==> src/rtl/core/mra_pkg.sv <==
// Shared types, widths, register indexes and saturation helper for the masked recursive average.
package mra_pkg;

    // Configuration port
    localparam int CFG_IDX_W  = 2;
    localparam int CFG_DATA_W = 7;
    localparam int WLEN_W     = 7;
    localparam int LOOK_W     = 6;
    localparam int MINC_W     = 7;

    localparam logic [CFG_IDX_W-1:0] CFG_WINDOW_LENGTH   = 2'd0;
    localparam logic [CFG_IDX_W-1:0] CFG_LOOKBACK        = 2'd1;
    localparam logic [CFG_IDX_W-1:0] CFG_MIN_VALID_COUNT = 2'd2;

    localparam logic [WLEN_W-1:0] WLEN_RST = 7'd8;
    localparam logic [LOOK_W-1:0] LOOK_RST = 6'd1;
    localparam logic [MINC_W-1:0] MINC_RST = 7'd1;

    // Datapath widths
    localparam int COUNT_W   = 16;
    localparam int INDEX_W   = 16;
    localparam int ACC_W     = 64;
    localparam int AVG_W     = 32;
    localparam int DIV_NUM_W = 49;
    localparam int DIV_DEN_W = 16;
    localparam int WIDE_W    = 52;

    localparam logic signed [ACC_W-1:0]  SUM_CLAMP = 64'sd1099511627776;
    localparam logic signed [WIDE_W-1:0] AVG_MAX   = 52'sd2147483647;
    localparam logic signed [WIDE_W-1:0] AVG_MIN   = -52'sd2147483648;

    // Divider request and response
    typedef struct packed {
        logic                 start;
        logic [DIV_NUM_W-1:0] num;
        logic [DIV_DEN_W-1:0] den;
    } div_req_t;

    typedef struct packed {
        logic                 busy;
        logic                 done;
        logic [DIV_NUM_W-1:0] quot;
    } div_rsp_t;

    // Saturate a wide signed value to the average range
    function automatic logic signed [AVG_W-1:0] sat_avg(input logic signed [WIDE_W-1:0] v);
        logic signed [WIDE_W-1:0] c;
        begin
            if (v > AVG_MAX)
            begin
                c = AVG_MAX;
            end
            else if (v < AVG_MIN)
            begin
                c = AVG_MIN;
            end
            else
            begin
                c = v;
            end
            return c[AVG_W-1:0];
        end
    endfunction

endpackage

==> src/rtl/core/mra_in_if.sv <==
// Input sample channel: valid/ready plus sample payload.
interface mra_in_if #(parameter int SAMPLE_BITS = 24);
    logic                          valid;
    logic                          ready;
    logic signed [SAMPLE_BITS-1:0] sample;
    logic                          sample_valid;
    logic                          last_in;

    modport source (output valid, sample, sample_valid, last_in, input ready);
    modport sink   (input valid, sample, sample_valid, last_in, output ready);
endinterface

==> src/rtl/core/mra_out_if.sv <==
// Output average channel: valid/ready plus average payload.
interface mra_out_if;
    logic               valid;
    logic               ready;
    logic signed [31:0] average;
    logic               average_valid;
    logic               last_out;

    modport source (output valid, average, average_valid, last_out, input ready);
    modport sink   (input valid, average, average_valid, last_out, output ready);
endinterface

==> src/rtl/core/mra_ram.sv <==
// Generic simple dual-port RAM with registered read.
module mra_ram #(
    parameter int WIDTH = 25,
    parameter int DEPTH = 128,
    localparam int AW   = $clog2(DEPTH)
) (
    input  logic             clk,
    input  logic             we,
    input  logic [AW-1:0]    waddr,
    input  logic [WIDTH-1:0] wdata,
    input  logic [AW-1:0]    raddr,
    output logic [WIDTH-1:0] rdata
);
    logic [WIDTH-1:0] mem [DEPTH];

    always_ff @(posedge clk)
    begin
        if (we)
        begin
            mem[waddr] <= wdata;
        end
        rdata <= mem[raddr];
    end
endmodule

==> src/rtl/core/mra_div.sv <==
// Rounded unsigned divider, restoring, one quotient bit per cycle.
module mra_div (
    input  logic               clk,
    input  logic               rst_n,
    input  mra_pkg::div_req_t  req,
    output mra_pkg::div_rsp_t  rsp
);
    import mra_pkg::*;

    localparam int CNT_W = $clog2(DIV_NUM_W + 1);

    logic [DIV_NUM_W-1:0] dvd_reg;
    logic [DIV_DEN_W-1:0] den_reg;
    logic [DIV_DEN_W-1:0] rem_reg;
    logic [CNT_W-1:0]     cnt_reg;
    logic                 busy_reg;
    logic                 done_reg;

    logic [DIV_DEN_W:0]   trial;
    logic                 fits;
    logic [DIV_DEN_W-1:0] rem_next;

    // One restoring step
    always_comb
    begin
        trial    = {rem_reg, dvd_reg[DIV_NUM_W-1]};
        fits     = trial >= {1'b0, den_reg};
        rem_next = fits ? DIV_DEN_W'(trial - {1'b0, den_reg}) : trial[DIV_DEN_W-1:0];
    end

    // Control
    always_ff @(posedge clk or negedge rst_n)
    begin
        if (!rst_n)
        begin
            busy_reg <= 1'b0;
            done_reg <= 1'b0;
            cnt_reg  <= '0;
        end
        else
        begin
            done_reg <= 1'b0;
            if (req.start)
            begin
                busy_reg <= 1'b1;
                cnt_reg  <= CNT_W'(DIV_NUM_W);
            end
            else if (busy_reg)
            begin
                cnt_reg <= cnt_reg - 1'b1;
                if (cnt_reg == CNT_W'(1))
                begin
                    busy_reg <= 1'b0;
                    done_reg <= 1'b1;
                end
            end
        end
    end

    // Datapath: quotient bits shift into the dividend register
    always_ff @(posedge clk)
    begin
        if (req.start)
        begin
            dvd_reg <= req.num + DIV_NUM_W'(req.den >> 1);
            den_reg <= req.den;
            rem_reg <= '0;
        end
        else if (busy_reg)
        begin
            dvd_reg <= {dvd_reg[DIV_NUM_W-2:0], fits};
            rem_reg <= rem_next;
        end
    end

    assign rsp.busy = busy_reg;
    assign rsp.done = done_reg;
    assign rsp.quot = dvd_reg;
endmodule

==> src/rtl/core/masked_recursive_average.sv <==
// Top level: masked recursive average with window sums, history RAM and shared divider.
//
//  channel      dir  handshake       payload
//  sample_ch    in   valid/ready     sample, sample_valid, last_in
//  average_ch   out  valid/ready     average, average_valid, last_out
//  cfg          in   cfg_we          cfg_index, cfg_data (write only)
//
// An item without results passes the add, subtract, plan and finish states before input
// is ready again. A recursion result reads the history (request, wait, evaluate), then
// emits, passing through the divider when it divides; the window mean divides once and
// its copies over the first half window go out one per cycle unless the output stalls.
// Reset clears control state; the history RAM is not cleared (never read unwritten).
// A stalled output holds the sequencer in an emit state; input is taken only when idle.
module masked_recursive_average #(
    parameter int MAX_WINDOW   = 64,
    parameter int MAX_LOOKBACK = 32,
    parameter int SAMPLE_BITS  = 24
) (
    input  logic                         clk,
    input  logic                         rst_n,
    mra_in_if.sink                       sample_ch,
    mra_out_if.source                    average_ch,
    input  logic                         cfg_we,
    input  logic [mra_pkg::CFG_IDX_W-1:0]  cfg_index,
    input  logic [mra_pkg::CFG_DATA_W-1:0] cfg_data
);
    import mra_pkg::*;

    localparam int HIST_DEPTH = 2 ** $clog2(MAX_WINDOW + MAX_LOOKBACK + 1);
    localparam int HIST_AW    = $clog2(HIST_DEPTH);
    localparam int HIST_W     = SAMPLE_BITS + 1;
    localparam logic [WLEN_W-1:0] W_CAP = WLEN_W'(MAX_WINDOW > 127 ? 127 : MAX_WINDOW);
    localparam logic [LOOK_W-1:0] L_CAP = LOOK_W'(MAX_LOOKBACK > 63 ? 63 : MAX_LOOKBACK);

    localparam logic [3:0] ST_IDLE  = 4'd0;
    localparam logic [3:0] ST_ADD   = 4'd1;
    localparam logic [3:0] ST_SUB   = 4'd2;
    localparam logic [3:0] ST_PLAN  = 4'd3;
    localparam logic [3:0] ST_DIV   = 4'd4;
    localparam logic [3:0] ST_SEG   = 4'd5;
    localparam logic [3:0] ST_RREQ  = 4'd6;
    localparam logic [3:0] ST_RWAIT = 4'd7;
    localparam logic [3:0] ST_REVAL = 4'd8;
    localparam logic [3:0] ST_REMIT = 4'd9;
    localparam logic [3:0] ST_FIN   = 4'd10;

    // Registers
    logic [3:0]                    state_reg;
    logic [WLEN_W-1:0]             wlen_reg;
    logic [LOOK_W-1:0]             look_reg;
    logic [MINC_W-1:0]             minc_reg;
    logic signed [SAMPLE_BITS-1:0] x_reg;
    logic                          v_reg;
    logic                          last_reg;
    logic [ACC_W-1:0]              sum_reg;
    logic [COUNT_W-1:0]            count_reg;
    logic [INDEX_W-1:0]            index_reg;
    logic [HIST_AW-1:0]            wr_pos_reg;
    logic [HIST_AW-1:0]            rd_addr_reg;
    logic signed [AVG_W-1:0]       prev_reg;
    logic                          init_reg;
    logic [WLEN_W-1:0]             d_reg;
    logic [WLEN_W-1:0]             seg_reg;
    logic                          tail_reg;
    logic                          recur_mode_reg;
    logic                          recur_div_reg;
    logic                          neg_reg;
    logic signed [AVG_W-1:0]       avg_reg;
    logic                          ok_reg;
    logic                          ov_reg;
    logic signed [AVG_W-1:0]       oavg_reg;
    logic                          ook_reg;
    logic                          olast_reg;

    // Combinational
    logic [WLEN_W-1:0]             w;
    logic [LOOK_W-1:0]             l;
    logic [LOOK_W-1:0]             s;
    logic [LOOK_W-1:0]             e;
    logic [INDEX_W:0]              j1;
    logic                          grp_a;
    logic                          full;
    logic                          enough;
    logic                          accept;
    logic                          out_free;
    logic [HIST_W-1:0]             rdata;
    logic signed [SAMPLE_BITS-1:0] rd_x;
    logic                          rd_ok;
    logic [7:0]                    lag_off;
    logic                          lag_ok;
    logic signed [ACC_W-1:0]       sum_sig;
    logic signed [ACC_W-1:0]       sum_clamp;
    logic signed [ACC_W-1:0]       sum_abs;
    logic [DIV_NUM_W-1:0]          mean_mag;
    logic signed [WIDE_W-1:0]      diff;
    logic signed [WIDE_W-1:0]      diff_abs;
    logic signed [WIDE_W-1:0]      q_wide;
    logic signed [WIDE_W-1:0]      q_signed;
    logic signed [AVG_W-1:0]       div_avg;
    logic                          start_mean;
    logic                          start_recur;
    div_req_t                      div_req;
    div_rsp_t                      div_rsp;

    // Window geometry from current registers
    always_comb
    begin
        if (wlen_reg == '0)
        begin
            w = WLEN_W'(1);
        end
        else if (wlen_reg > W_CAP)
        begin
            w = W_CAP;
        end
        else
        begin
            w = wlen_reg;
        end
        l     = (look_reg > L_CAP) ? L_CAP : look_reg;
        s     = w[WLEN_W-1:1];
        e     = w[0] ? s : s - 1'b1;
        j1    = {1'b0, index_reg} + 1'b1;
        grp_a = j1 <= (INDEX_W+1)'(w);
        full  = j1 == (INDEX_W+1)'(w);
    end

    assign enough   = count_reg >= COUNT_W'(minc_reg);
    assign accept   = sample_ch.valid && sample_ch.ready;
    assign out_free = !ov_reg || average_ch.ready;
    assign rd_x     = signed'(rdata[SAMPLE_BITS-1:0]);
    assign rd_ok    = rdata[HIST_W-1];
    assign lag_off  = 8'(d_reg) + 8'(l);
    assign lag_ok   = (index_reg >= INDEX_W'(lag_off)) && rd_ok;

    // Clamped window sum scaled to eight fraction bits
    always_comb
    begin
        sum_sig = signed'(sum_reg);
        if (sum_sig > SUM_CLAMP)
        begin
            sum_clamp = SUM_CLAMP;
        end
        else if (sum_sig < -SUM_CLAMP)
        begin
            sum_clamp = -SUM_CLAMP;
        end
        else
        begin
            sum_clamp = sum_sig;
        end
        sum_abs  = (sum_clamp < 0) ? -sum_clamp : sum_clamp;
        mean_mag = {sum_abs[40:0], 8'b0};
    end

    // Recursion difference: lagged sample minus previous average
    always_comb
    begin
        diff     = (WIDE_W'(rd_x) <<< 8) - WIDE_W'(prev_reg);
        diff_abs = (diff < 0) ? -diff : diff;
    end

    // Divider launch
    always_comb
    begin
        start_mean  = 1'b0;
        start_recur = 1'b0;
        case (state_reg)
            ST_PLAN:
            begin
                start_mean = grp_a && (full || last_reg) && enough && (count_reg != '0);
            end
            ST_REVAL:
            begin
                start_mean  = init_reg && enough && (count_reg != '0);
                start_recur = !init_reg && lag_ok;
            end
            default:
            begin
                start_mean  = 1'b0;
                start_recur = 1'b0;
            end
        endcase
        div_req.start = start_mean || start_recur;
        div_req.num   = start_recur ? diff_abs[DIV_NUM_W-1:0] : mean_mag;
        div_req.den   = start_recur ? DIV_DEN_W'(w) : count_reg;
    end

    // Signed, saturated divider result
    always_comb
    begin
        q_wide   = signed'(WIDE_W'(div_rsp.quot));
        q_signed = neg_reg ? -q_wide : q_wide;
        div_avg  = recur_div_reg ? sat_avg(WIDE_W'(prev_reg) + q_signed) : sat_avg(q_signed);
    end

    mra_div u_div (
        .clk   (clk),
        .rst_n (rst_n),
        .req   (div_req),
        .rsp   (div_rsp)
    );

    mra_ram #(
        .WIDTH (HIST_W),
        .DEPTH (HIST_DEPTH)
    ) u_hist (
        .clk   (clk),
        .we    (accept),
        .waddr (wr_pos_reg),
        .wdata ({sample_ch.sample_valid, sample_ch.sample}),
        .raddr (rd_addr_reg),
        .rdata (rdata)
    );

    // Configuration registers
    always_ff @(posedge clk or negedge rst_n)
    begin
        if (!rst_n)
        begin
            wlen_reg <= WLEN_RST;
            look_reg <= LOOK_RST;
            minc_reg <= MINC_RST;
        end
        else if (cfg_we)
        begin
            case (cfg_index)
                CFG_WINDOW_LENGTH:   wlen_reg <= cfg_data;
                CFG_LOOKBACK:        look_reg <= cfg_data[LOOK_W-1:0];
                CFG_MIN_VALID_COUNT: minc_reg <= cfg_data;
                default:             wlen_reg <= wlen_reg;
            endcase
        end
    end

    // Sequencer and window state
    always_ff @(posedge clk or negedge rst_n)
    begin
        if (!rst_n)
        begin
            state_reg      <= ST_IDLE;
            sum_reg        <= '0;
            count_reg      <= '0;
            index_reg      <= '0;
            wr_pos_reg     <= '0;
            rd_addr_reg    <= '0;
            prev_reg       <= '0;
            init_reg       <= 1'b0;
            d_reg          <= '0;
            seg_reg        <= '0;
            tail_reg       <= 1'b0;
            recur_mode_reg <= 1'b0;
            recur_div_reg  <= 1'b0;
            neg_reg        <= 1'b0;
            ov_reg         <= 1'b0;
            last_reg       <= 1'b0;
            v_reg          <= 1'b0;
        end
        else
        begin
            if (average_ch.ready)
            begin
                ov_reg <= 1'b0;
            end
            if (div_req.start)
            begin
                recur_div_reg <= start_recur;
                neg_reg       <= start_recur ? (diff < 0) : (sum_clamp < 0);
            end
            case (state_reg)
                ST_IDLE:
                begin
                    if (accept)
                    begin
                        x_reg       <= sample_ch.sample;
                        v_reg       <= sample_ch.sample_valid;
                        last_reg    <= sample_ch.last_in;
                        rd_addr_reg <= wr_pos_reg - HIST_AW'(w);
                        state_reg   <= ST_ADD;
                    end
                end
                ST_ADD:
                begin
                    if (v_reg)
                    begin
                        sum_reg   <= sum_reg + ACC_W'(x_reg);
                        count_reg <= count_reg + 1'b1;
                    end
                    state_reg <= ST_SUB;
                end
                ST_SUB:
                begin
                    // Drop the sample leaving the window
                    if ((index_reg >= INDEX_W'(w)) && rd_ok)
                    begin
                        sum_reg   <= sum_reg - ACC_W'(rd_x);
                        count_reg <= count_reg - 1'b1;
                    end
                    state_reg <= ST_PLAN;
                end
                ST_PLAN:
                begin
                    if (grp_a)
                    begin
                        if (full || last_reg)
                        begin
                            recur_mode_reg <= 1'b0;
                            seg_reg  <= full ? WLEN_W'(s) + 1'b1 : WLEN_W'(j1);
                            tail_reg <= full && last_reg && (INDEX_W'(s) + 1'b1 <= index_reg);
                            d_reg    <= w - WLEN_W'(s) - WLEN_W'(2);
                            init_reg <= !enough;
                            ok_reg   <= enough;
                            if (start_mean)
                            begin
                                state_reg <= ST_DIV;
                            end
                            else
                            begin
                                avg_reg   <= '0;
                                prev_reg  <= '0;
                                state_reg <= ST_SEG;
                            end
                        end
                        else
                        begin
                            state_reg <= ST_FIN;
                        end
                    end
                    else
                    begin
                        recur_mode_reg <= 1'b1;
                        d_reg          <= WLEN_W'(e);
                        state_reg      <= ST_RREQ;
                    end
                end
                ST_DIV:
                begin
                    if (div_rsp.done)
                    begin
                        avg_reg   <= div_avg;
                        prev_reg  <= div_avg;
                        state_reg <= recur_mode_reg ? ST_REMIT : ST_SEG;
                    end
                end
                ST_SEG:
                begin
                    // Repeat the window mean over the first half window
                    if (out_free)
                    begin
                        ov_reg    <= 1'b1;
                        oavg_reg  <= avg_reg;
                        ook_reg   <= ok_reg;
                        olast_reg <= last_reg && (seg_reg == WLEN_W'(1)) && !tail_reg;
                        seg_reg   <= seg_reg - 1'b1;
                        if (seg_reg == WLEN_W'(1))
                        begin
                            recur_mode_reg <= 1'b1;
                            state_reg      <= tail_reg ? ST_RREQ : ST_FIN;
                        end
                    end
                end
                ST_RREQ:
                begin
                    rd_addr_reg <= wr_pos_reg - HIST_AW'(lag_off);
                    state_reg   <= ST_RWAIT;
                end
                ST_RWAIT:
                begin
                    state_reg <= ST_REVAL;
                end
                ST_REVAL:
                begin
                    if (init_reg)
                    begin
                        if (enough)
                        begin
                            init_reg <= 1'b0;
                            ok_reg   <= 1'b1;
                            if (start_mean)
                            begin
                                state_reg <= ST_DIV;
                            end
                            else
                            begin
                                avg_reg   <= '0;
                                prev_reg  <= '0;
                                state_reg <= ST_REMIT;
                            end
                        end
                        else
                        begin
                            avg_reg   <= '0;
                            ok_reg    <= 1'b0;
                            prev_reg  <= '0;
                            state_reg <= ST_REMIT;
                        end
                    end
                    else if (lag_ok)
                    begin
                        ok_reg    <= 1'b1;
                        state_reg <= ST_DIV;
                    end
                    else if (enough)
                    begin
                        avg_reg   <= prev_reg;
                        ok_reg    <= 1'b1;
                        state_reg <= ST_REMIT;
                    end
                    else
                    begin
                        avg_reg   <= '0;
                        ok_reg    <= 1'b0;
                        prev_reg  <= '0;
                        init_reg  <= 1'b1;
                        state_reg <= ST_REMIT;
                    end
                end
                ST_REMIT:
                begin
                    if (out_free)
                    begin
                        ov_reg    <= 1'b1;
                        oavg_reg  <= avg_reg;
                        ook_reg   <= ok_reg;
                        olast_reg <= last_reg && (d_reg == '0);
                        if (last_reg && (d_reg != '0))
                        begin
                            d_reg     <= d_reg - 1'b1;
                            state_reg <= ST_RREQ;
                        end
                        else
                        begin
                            state_reg <= ST_FIN;
                        end
                    end
                end
                ST_FIN:
                begin
                    wr_pos_reg <= wr_pos_reg + 1'b1;
                    if (last_reg)
                    begin
                        sum_reg   <= '0;
                        count_reg <= '0;
                        index_reg <= '0;
                        prev_reg  <= '0;
                        init_reg  <= 1'b0;
                    end
                    else if (index_reg != {INDEX_W{1'b1}})
                    begin
                        index_reg <= index_reg + 1'b1;
                    end
                    state_reg <= ST_IDLE;
                end
                default:
                begin
                    state_reg <= ST_IDLE;
                end
            endcase
        end
    end

    // Ports
    assign sample_ch.ready          = (state_reg == ST_IDLE);
    assign average_ch.valid         = ov_reg;
    assign average_ch.average       = oavg_reg;
    assign average_ch.average_valid = ook_reg;
    assign average_ch.last_out      = olast_reg;

    // Checks
    a_div_idle_start: assert property (@(posedge clk) disable iff (!rst_n)
        div_req.start |-> !div_rsp.busy)
        else $error("divider started while busy");

    a_idle_div_quiet: assert property (@(posedge clk) disable iff (!rst_n)
        (state_reg == ST_IDLE) |-> !div_rsp.busy)
        else $error("divider busy while sequencer idle");

    a_invalid_zero: assert property (@(posedge clk) disable iff (!rst_n)
        (average_ch.valid && !average_ch.average_valid) |-> (average_ch.average == '0))
        else $error("undefined average not zero");

    a_record_clear: assert property (@(posedge clk) disable iff (!rst_n)
        ((state_reg == ST_FIN) && last_reg) |=>
            ((sum_reg == '0) && (count_reg == '0) && (index_reg == '0)))
        else $error("record state not cleared after last sample");
endmodule
==> src/flat_wrapper.sv <==
// flat-port wrapper written by rule: the top's interface ports become plain ports
module masked_recursive_average_flat import mra_pkg::*;
#(
    parameter int MAX_WINDOW   = 64,
    parameter int MAX_LOOKBACK = 32,
    parameter int SAMPLE_BITS  = 24
)
  (clk, rst_n, cfg_we, cfg_index, cfg_data, sample_ch_valid, sample_ch_sample, sample_ch_sample_valid, sample_ch_last_in, sample_ch_ready, average_ch_valid, average_ch_average, average_ch_average_valid, average_ch_last_out, average_ch_ready);
  mra_in_if #(.SAMPLE_BITS(SAMPLE_BITS)) sample_ch_i ();
  mra_out_if average_ch_i ();
  input  logic clk;
  input  logic rst_n;
  input  logic cfg_we;
  input  logic [mra_pkg::CFG_IDX_W-1:0] cfg_index;
  input  logic [mra_pkg::CFG_DATA_W-1:0] cfg_data;
  input wire logic [$bits(sample_ch_i.valid)-1:0] sample_ch_valid;
  input wire logic [$bits(sample_ch_i.sample)-1:0] sample_ch_sample;
  input wire logic [$bits(sample_ch_i.sample_valid)-1:0] sample_ch_sample_valid;
  input wire logic [$bits(sample_ch_i.last_in)-1:0] sample_ch_last_in;
  output wire logic [$bits(sample_ch_i.ready)-1:0] sample_ch_ready;
  output wire logic [$bits(average_ch_i.valid)-1:0] average_ch_valid;
  output wire logic [$bits(average_ch_i.average)-1:0] average_ch_average;
  output wire logic [$bits(average_ch_i.average_valid)-1:0] average_ch_average_valid;
  output wire logic [$bits(average_ch_i.last_out)-1:0] average_ch_last_out;
  input wire logic [$bits(average_ch_i.ready)-1:0] average_ch_ready;
  assign sample_ch_i.valid = sample_ch_valid;
  assign sample_ch_i.sample = sample_ch_sample;
  assign sample_ch_i.sample_valid = sample_ch_sample_valid;
  assign sample_ch_i.last_in = sample_ch_last_in;
  assign sample_ch_ready = sample_ch_i.ready;
  assign average_ch_valid = average_ch_i.valid;
  assign average_ch_average = average_ch_i.average;
  assign average_ch_average_valid = average_ch_i.average_valid;
  assign average_ch_last_out = average_ch_i.last_out;
  assign average_ch_i.ready = average_ch_ready;
  masked_recursive_average #(.MAX_WINDOW(MAX_WINDOW), .MAX_LOOKBACK(MAX_LOOKBACK), .SAMPLE_BITS(SAMPLE_BITS)) u_core (.clk(clk), .rst_n(rst_n), .sample_ch(sample_ch_i), .average_ch(average_ch_i), .cfg_we(cfg_we), .cfg_index(cfg_index), .cfg_data(cfg_data));
endmodule
==> config.mk <==
export PLATFORM = sky130hd
export DESIGN_NAME = masked_recursive_average_flat
export DESIGN_NICKNAME = d
export VERILOG_FILES = /design/src/rtl/core/mra_pkg.sv /design/src/rtl/core/mra_in_if.sv /design/src/rtl/core/mra_out_if.sv /design/src/rtl/core/mra_ram.sv /design/src/rtl/core/mra_div.sv /design/src/rtl/core/masked_recursive_average.sv /design/src/flat_wrapper.sv
export SDC_FILE = /design/constraint.sdc
export NUM_CORES = 2
export LEC_CHECK = 0
export BUFFER_PORTS_ARGS = -buffer_cell sky130_fd_sc_hd__buf_4
export CAP_MARGIN = 20
export CORE_ASPECT_RATIO = 0.8
export CORE_MARGIN = 2
export CORE_UTILIZATION = 57
export DETAILED_ROUTE_END_ITERATION = 6
export PLACE_DENSITY = 0.76
export SYNTH_ARGS = -nofsm -noshare
export SYNTH_HDL_FRONTEND = slang
export SYNTH_HIERARCHICAL = 1
export SYNTH_SLANG_ARGS = --single-unit
==> constraint.sdc <==
create_clock -name clk -period 5.8 [get_ports clk]
set_input_delay 0.58 -clock clk [delete_from_list [all_inputs] [get_ports clk]]
set_output_delay 0.58 -clock clk [all_outputs]
set_load 0.05 [all_outputs]
Word level (Yosys, flattened, before mapping)

Memories as Yosys holds them, arrays and structs flattened. A register that Yosys moved wholly into a read port is not among the register bits.
Index checks and enable logic that the tools add are counted.

Register bits: 368
Word-level logic and storage cells: 272
Output and inout port bits: 36
Memories: 1
Input port bits: 40
RAM bits: 3200

Memories:

| memory            | words | bits a word | read ports | clocked after Yosys merged registers in | wr ports | RTL line      | RTL |
|---|---|---|---|---|---|---|---|
| u_core.u_hist.mem | 128   | 25          | 1          | 1                                       | 1        | mra_ram.sv:14 | `logic [WIDTH-1:0] mem [DEPTH];` |

Mux-type cells: 110
Magnitude comparators: 16
Reductions and logical operators: 59
Eq/ne operators: 29
Add/subtract/negate cells: 25

Operator list:

| cell                 | count |
|---|---|
| $mux 32              | 19 |
| $mux 64              | 5 |
| $mux 49              | 4 |
| $pmux 64 s3          | 1 |
| $pmux 32 s4          | 1 |
| $mux 16              | 7 |
| $gt 52x32->1 const B | 2 |
| $lt 52x32->1 const B | 2 |
| $pmux 32 s3          | 1 |
| $mux 7               | 11 |
| $add 64x64->64       | 1 |
| $gt 64x42->1 const B | 1 |
| $lt 64x1->1 const B  | 1 |
| $lt 64x41->1 const B | 1 |
| $sub 64x64->64       | 1 |
| $mux 4               | 14 |
| $add 32x52->52       | 1 |
| $mux 52              | 1 |
| $neg 49->52          | 1 |
| $add 49x15->49       | 1 |
| $neg 33->49          | 1 |
| $pmux 16 s3          | 1 |
| $pmux 7 s2           | 3 |
| $mux 41              | 1 |
| 58 further kinds     | 157 |

Longest topological paths before layout

Depth after elaboration: 13
Mapped depth: 29
Depth with buffers taken out: 25

Cells and area by module

The synthesis kept the hierarchy.

Modules (own cells, without submodules):

| module                   | area each (µm²) | cells each | instances | sequential area each (µm²) |
|---|---|---|---|---|
| mra_ram                  | 122274.8        | 4720       | 1         | 96592.6 |
| masked_recursive_average | 28612.4         | 3583       | 1         | 7440.9 |
| mra_div                  | 5756.8          | 593        | 1         | 2472.4 |

Worst setup path after synthesis

No wires, ideal clock.

Kind: register -> register
Start: register u_core.u_div.dvd_reg[17]
End: register u_core.avg_reg[6] (data pin)
Required time: 5.541 ns
Arrival time: 6.114 ns
Cell stages (with the launch flop): 26
Path slack: -0.573 ns
Library setup time: 0.259 ns
Period minus slack after synthesis: 6.373 ns
Buffers on the path: 5
Path through: edfxtp_1 -> or4_4 -> or4_4 -> or4_1 -> or2_1 -> buf_2 -> o31ai_1 -> xor2_1 -> inv_1 -> ha_1 -> clkbuf_1 -> and3_1 -> clkbuf_1 -> nand2_1 -> nor3_1 -> nand2_1 -> o21ai_0 -> a41oi_1 -> a21oi_1 -> xor2_1 -> a211oi_1 -> nand4_1 -> or4b_1 -> buf_1 -> clkbuf_1 -> a211o_1

Longest elaborated chain between the ends: 9
Elaborated cells between the ends (all ways): 14
Those cells by class: add/sub: 2; order compare: 4; mux: 8

Ends and longest elaborated chain:

| item                   | RTL line                        | RTL |
|---|---|---|
| from (decl)            | mra_div.sv:12                   | `logic [DIV_NUM_W-1:0] dvd_reg;` |
| from (signal assigned) | mra_div.sv:65                   | `dvd_reg <= req.num + DIV_NUM_W'(req.den >> 1);` |
| from (signal assigned) | mra_div.sv:71                   | `dvd_reg <= {dvd_reg[DIV_NUM_W-2:0], fits};` |
| $neg 49->52            | masked_recursive_average.sv:193 | `q_signed = neg_reg ? -q_wide : q_wide;` |
| $mux 52 (*)            | masked_recursive_average.sv:193 |  |
| $add 32x52->52         | masked_recursive_average.sv:194 | `div_avg = recur_div_reg ? sat_avg(WIDE_W'(prev_reg) + q_signed) : sat_avg(q_signed);` |
| $lt 52x32->1           | mra_pkg.sv:53                   | `else if (v < AVG_MIN)` |
| $mux 32                | mra_pkg.sv:53                   |  |
| $mux 32                | mra_pkg.sv:49                   | `if (v > AVG_MAX)` |
| $mux 32 (*)            | masked_recursive_average.sv:194 |  |
| $mux 32 (*)            | masked_recursive_average.sv:338 | `if (div_rsp.done)` |
| $pmux 32 s3 (*)        | masked_recursive_average.sv:270 | `case (state_reg)` |
| to (signal assigned)   | masked_recursive_average.sv:340 | `avg_reg <= div_avg;` |
| to (signal assigned)   | masked_recursive_average.sv:405 | `avg_reg <= prev_reg;` |
| to (decl)              | masked_recursive_average.sv:68  | `logic signed [AVG_W-1:0] avg_reg;` |

Every way passes the cells marked *; elsewhere a longest branch is shown, timed or not. The select of a mux whose other input is x is not followed.
A chain may end at the register's enable or synchronous reset.

Final worst setup path

Start: register u_core.u_div.dvd_reg[13]
End: register u_core.avg_reg[30] (data pin)

Same word-level chain as after synthesis.

==> impl_metrics.json <==
{
  "dieArea_um2": 279000,
  "cts_root_buffer": "clkbuf_16",
  "grt_pass1_wl_um": 679000,
  "wl_met2_um": 228000,
  "p_comb_frac": 0.022,
  "startpoint_type": "flip-flop",
  "placed_area_um2": 167000,
  "path_clk_slew_ns": 0.07,
  "grt_max_degree": 131,
  "clock-sinks": 3593,
  "run_status": "finished with violations",
  "p_clk_frac": 0.431,
  "skew_ns": 0.136,
  "vdd_drop_max_uv": 320,
  "worstPathArrival_ns": 6.82,
  "drc_errors": 0,
  "critPathSlowestCell": "or4_4",
  "drtIter0Drc": 14677,
  "setup_viol": 61,
  "dp_hpwl_um": 270000,
  "power_mw": 51.8,
  "path_cells": "or4_4 > or3_4 > or2_2 > o21ai_1 > xnor2_1 > ha_1 > buf_4 > a21o_1 > a311oi_1 > o31a_1 > a31oi_4 > buf_4 > nor3_2 > a211oi_2 > or3_1 > nor3_2 > and4_1 > nand4_1 > or4b_4 > buf_12 > clkbuf_16 > a211o_1",
  "final_cells": 13645,
  "drv_cap": 0,
  "fin_area_um2": 181000,
  "synth.avg_cell_area_um2": 17.6,
  "clockBufferDepth": 4,
  "core_area_um2": 274000,
  "worst_setup_path_end_kind": "flip-flop",
  "start_util": 0.572,
  "grt_pass1_vias": 94287,
  "hold_path.startpoint": "sample_ch_sample[4]",
  "place_congestion": 0.975,
  "largest_reg_flops": 3200,
  "crit_type": "flip-flop to flip-flop",
  "p_int_mw": 40.9,
  "synth_nets": 9217,
  "max_freq_mhz": 161,
  "vias": 95837,
  "antenna_found_initial": 46,
  "worst_pin_slew_ns": 1.27,
  "layout.nets": 10022,
  "multi_input_area_um2": 49900,
  "drt-met1-wl_um": 170000,
  "drtAntennaViolNets": 0,
  "htree_levels": 5,
  "setup_ws_ns": -0.423,
  "crit_fanout": 10,
  "cts_tree": "built",
  "numCtsBuffers": 344,
  "setup-tns-final_ns": -20.20,
  "finalHoldViolCount": 0,
  "dp_slack_ns": -0.941,
  "n_fill_cell": 17373,
  "hp-class": "input port to flip-flop",
  "top_layer_used": "met5",
  "power-per-cell-area_nw_per_um2": 287,
  "path_delay_family": "simple AND/OR/NAND/NOR gates",
  "placed_cells": 12928,
  "required_ns": 6.39,
  "port_buffers": 75,
  "switching_power_mw": 10.9,
  "synthesis.area_um2": 157000,
  "drt_wl_total_um": 488000,
  "dieHeight_um": 473,
  "power_frac_seq": 0.547,
  "grt_util_all_layers": 0.340,
  "slew_violations": 0,
  "crit_buf_inv": 4,
  "fp.dieW_um": 590,
  "areaGrowthSynthToFinish_pct": 15.3,
  "period_share": 1.07,
  "layout_min_cycle_time_ns": 6.22,
  "grt_setup_unrepaired": "yes",
  "cpPeakStageDelay_ns": 0.57,
  "viasPerCell": 7.02,
  "wl_per_cell_um": 35.8,
  "syn_inst": 8895,
  "insertion_delay_ns": 0.97,
  "drive_above_1_share": 0.294,
  "grt.overflow.total": 0,
  "dr.pass1.iters": 5,
  "r2r-start": "u_core/u_div/dvd_reg[13]",
  "ff_latch_area_um2": 107000,
  "violations": "negative setup slack",
  "io_pins": 76,
  "rows": 172,
  "swShare": 0.211,
  "relSlewSlack": 0.152,
  "leakagePower_nw": 59.1,
  "wl_met3_um": 62200,
  "cp-startpoint": "u_core/u_div/dvd_reg[13]",
  "yosysWarningCount": 6
}
-- path summary, 6_finish.rpt --
path / endpoint / slack, ns / depth (start not counted)
min in group asynchronous: u_core/prev_reg[17] / 0.26 / 2
worst max-delay path: u_core/avg_reg[30] / -0.42 / 22
worst min-delay path: u_core/u_hist/mem[95][4] / 0.14 / 1
worst max register to register: u_core/avg_reg[30] / -0.42 / 22
worst min register to register: u_core/average_ch.average[21] / 0.45 / 0
max in group asynchronous: u_core/look_reg[0] / 4.01 / 4
-- metal layers --
layer,vias up,GRT usage
met1,48649,0.457
met2,7776,0.528
li1,37860,-
met4,34,0.155
met3,1518,0.0863
met5,-,0
-- worst register-to-register path: cells and delay by family, from the launching register on --
| kind | cells | cell delay (ns) |
|---|---|---|
| AND/OR/NAND/NOR | 9 | 2.86 |
| AO/OA/AOI/OAI | 7 | 1.51 |
| buffers and inverters | 4 | 0.73 |
| flip-flops | 1 | 0.39 |
| adder cells (fa/ha/maj) | 1 | 0.30 |
| XOR/XNOR | 1 | 0.20 |
-- repair_timing --
action / CTS / global route
pin swaps: 17 / 82
endpoints found under the setup margin: 104 / 119
gates resized for setup: 108 / 207
hold buffers: 9 / 0
gates cloned: 7 / 3
hold endpoints to repair: 92 / 0
buffers inserted: 13 / 32
-- power by group through the flow --
stage                     Combinational (mW)  Clock [mW]  Sequential (mW)
after floorplan                        0.410           0             28.9
after global placement                  1.01           0             28.9
after detailed placement                1.07           0             28.9
after CTS                               1.09        22.4             28.4
after global routing                    1.23        23.3             28.3
final                                   1.13        22.4             28.3
-- placed cells by master, fill, tap and decap left out, types with 92 or more instances in the layout --
| cell type | instances |
|---|---|
| mux4_2 | 1050 |
| xnor2_1 | 196 |
| dfrtp_1 | 181 |
| a21oi_1 | 339 |
| buf_4 | 838 |
| nor3_1 | 93 |
| nand3_1 | 92 |
| ha_1 | 257 |
| inv_1 | 159 |
| edfxtp_1 | 3356 |
| nor2_1 | 331 |
| xor2_1 | 126 |
| a21o_1 | 104 |
| nand2_1 | 395 |
| o21ai_0 | 223 |
| nor2_4 | 107 |
| clkbuf_16 | 355 |
-- area by class of cell --
class,count,area share
multi-input combinational,4659,0.277
tap,3654,0.0253
timing repair buffer,931,0.0447
clock buffer,432,0.0509
inverter,171,0.00359
clock inverter,183,0.00850
antenna,22,0.000305
sequential,3593,0.590
-- metrics by stage --
step	utilization	hold slack (ns)
after detailed placement	0.611	0.445
final	0.659	0.137
after global routing	0.659	0.129
after CTS	0.653	0.0893
after global placement	0.611	0.439
after floorplan	-	0.284
Power figures use the tool's default switching activity.
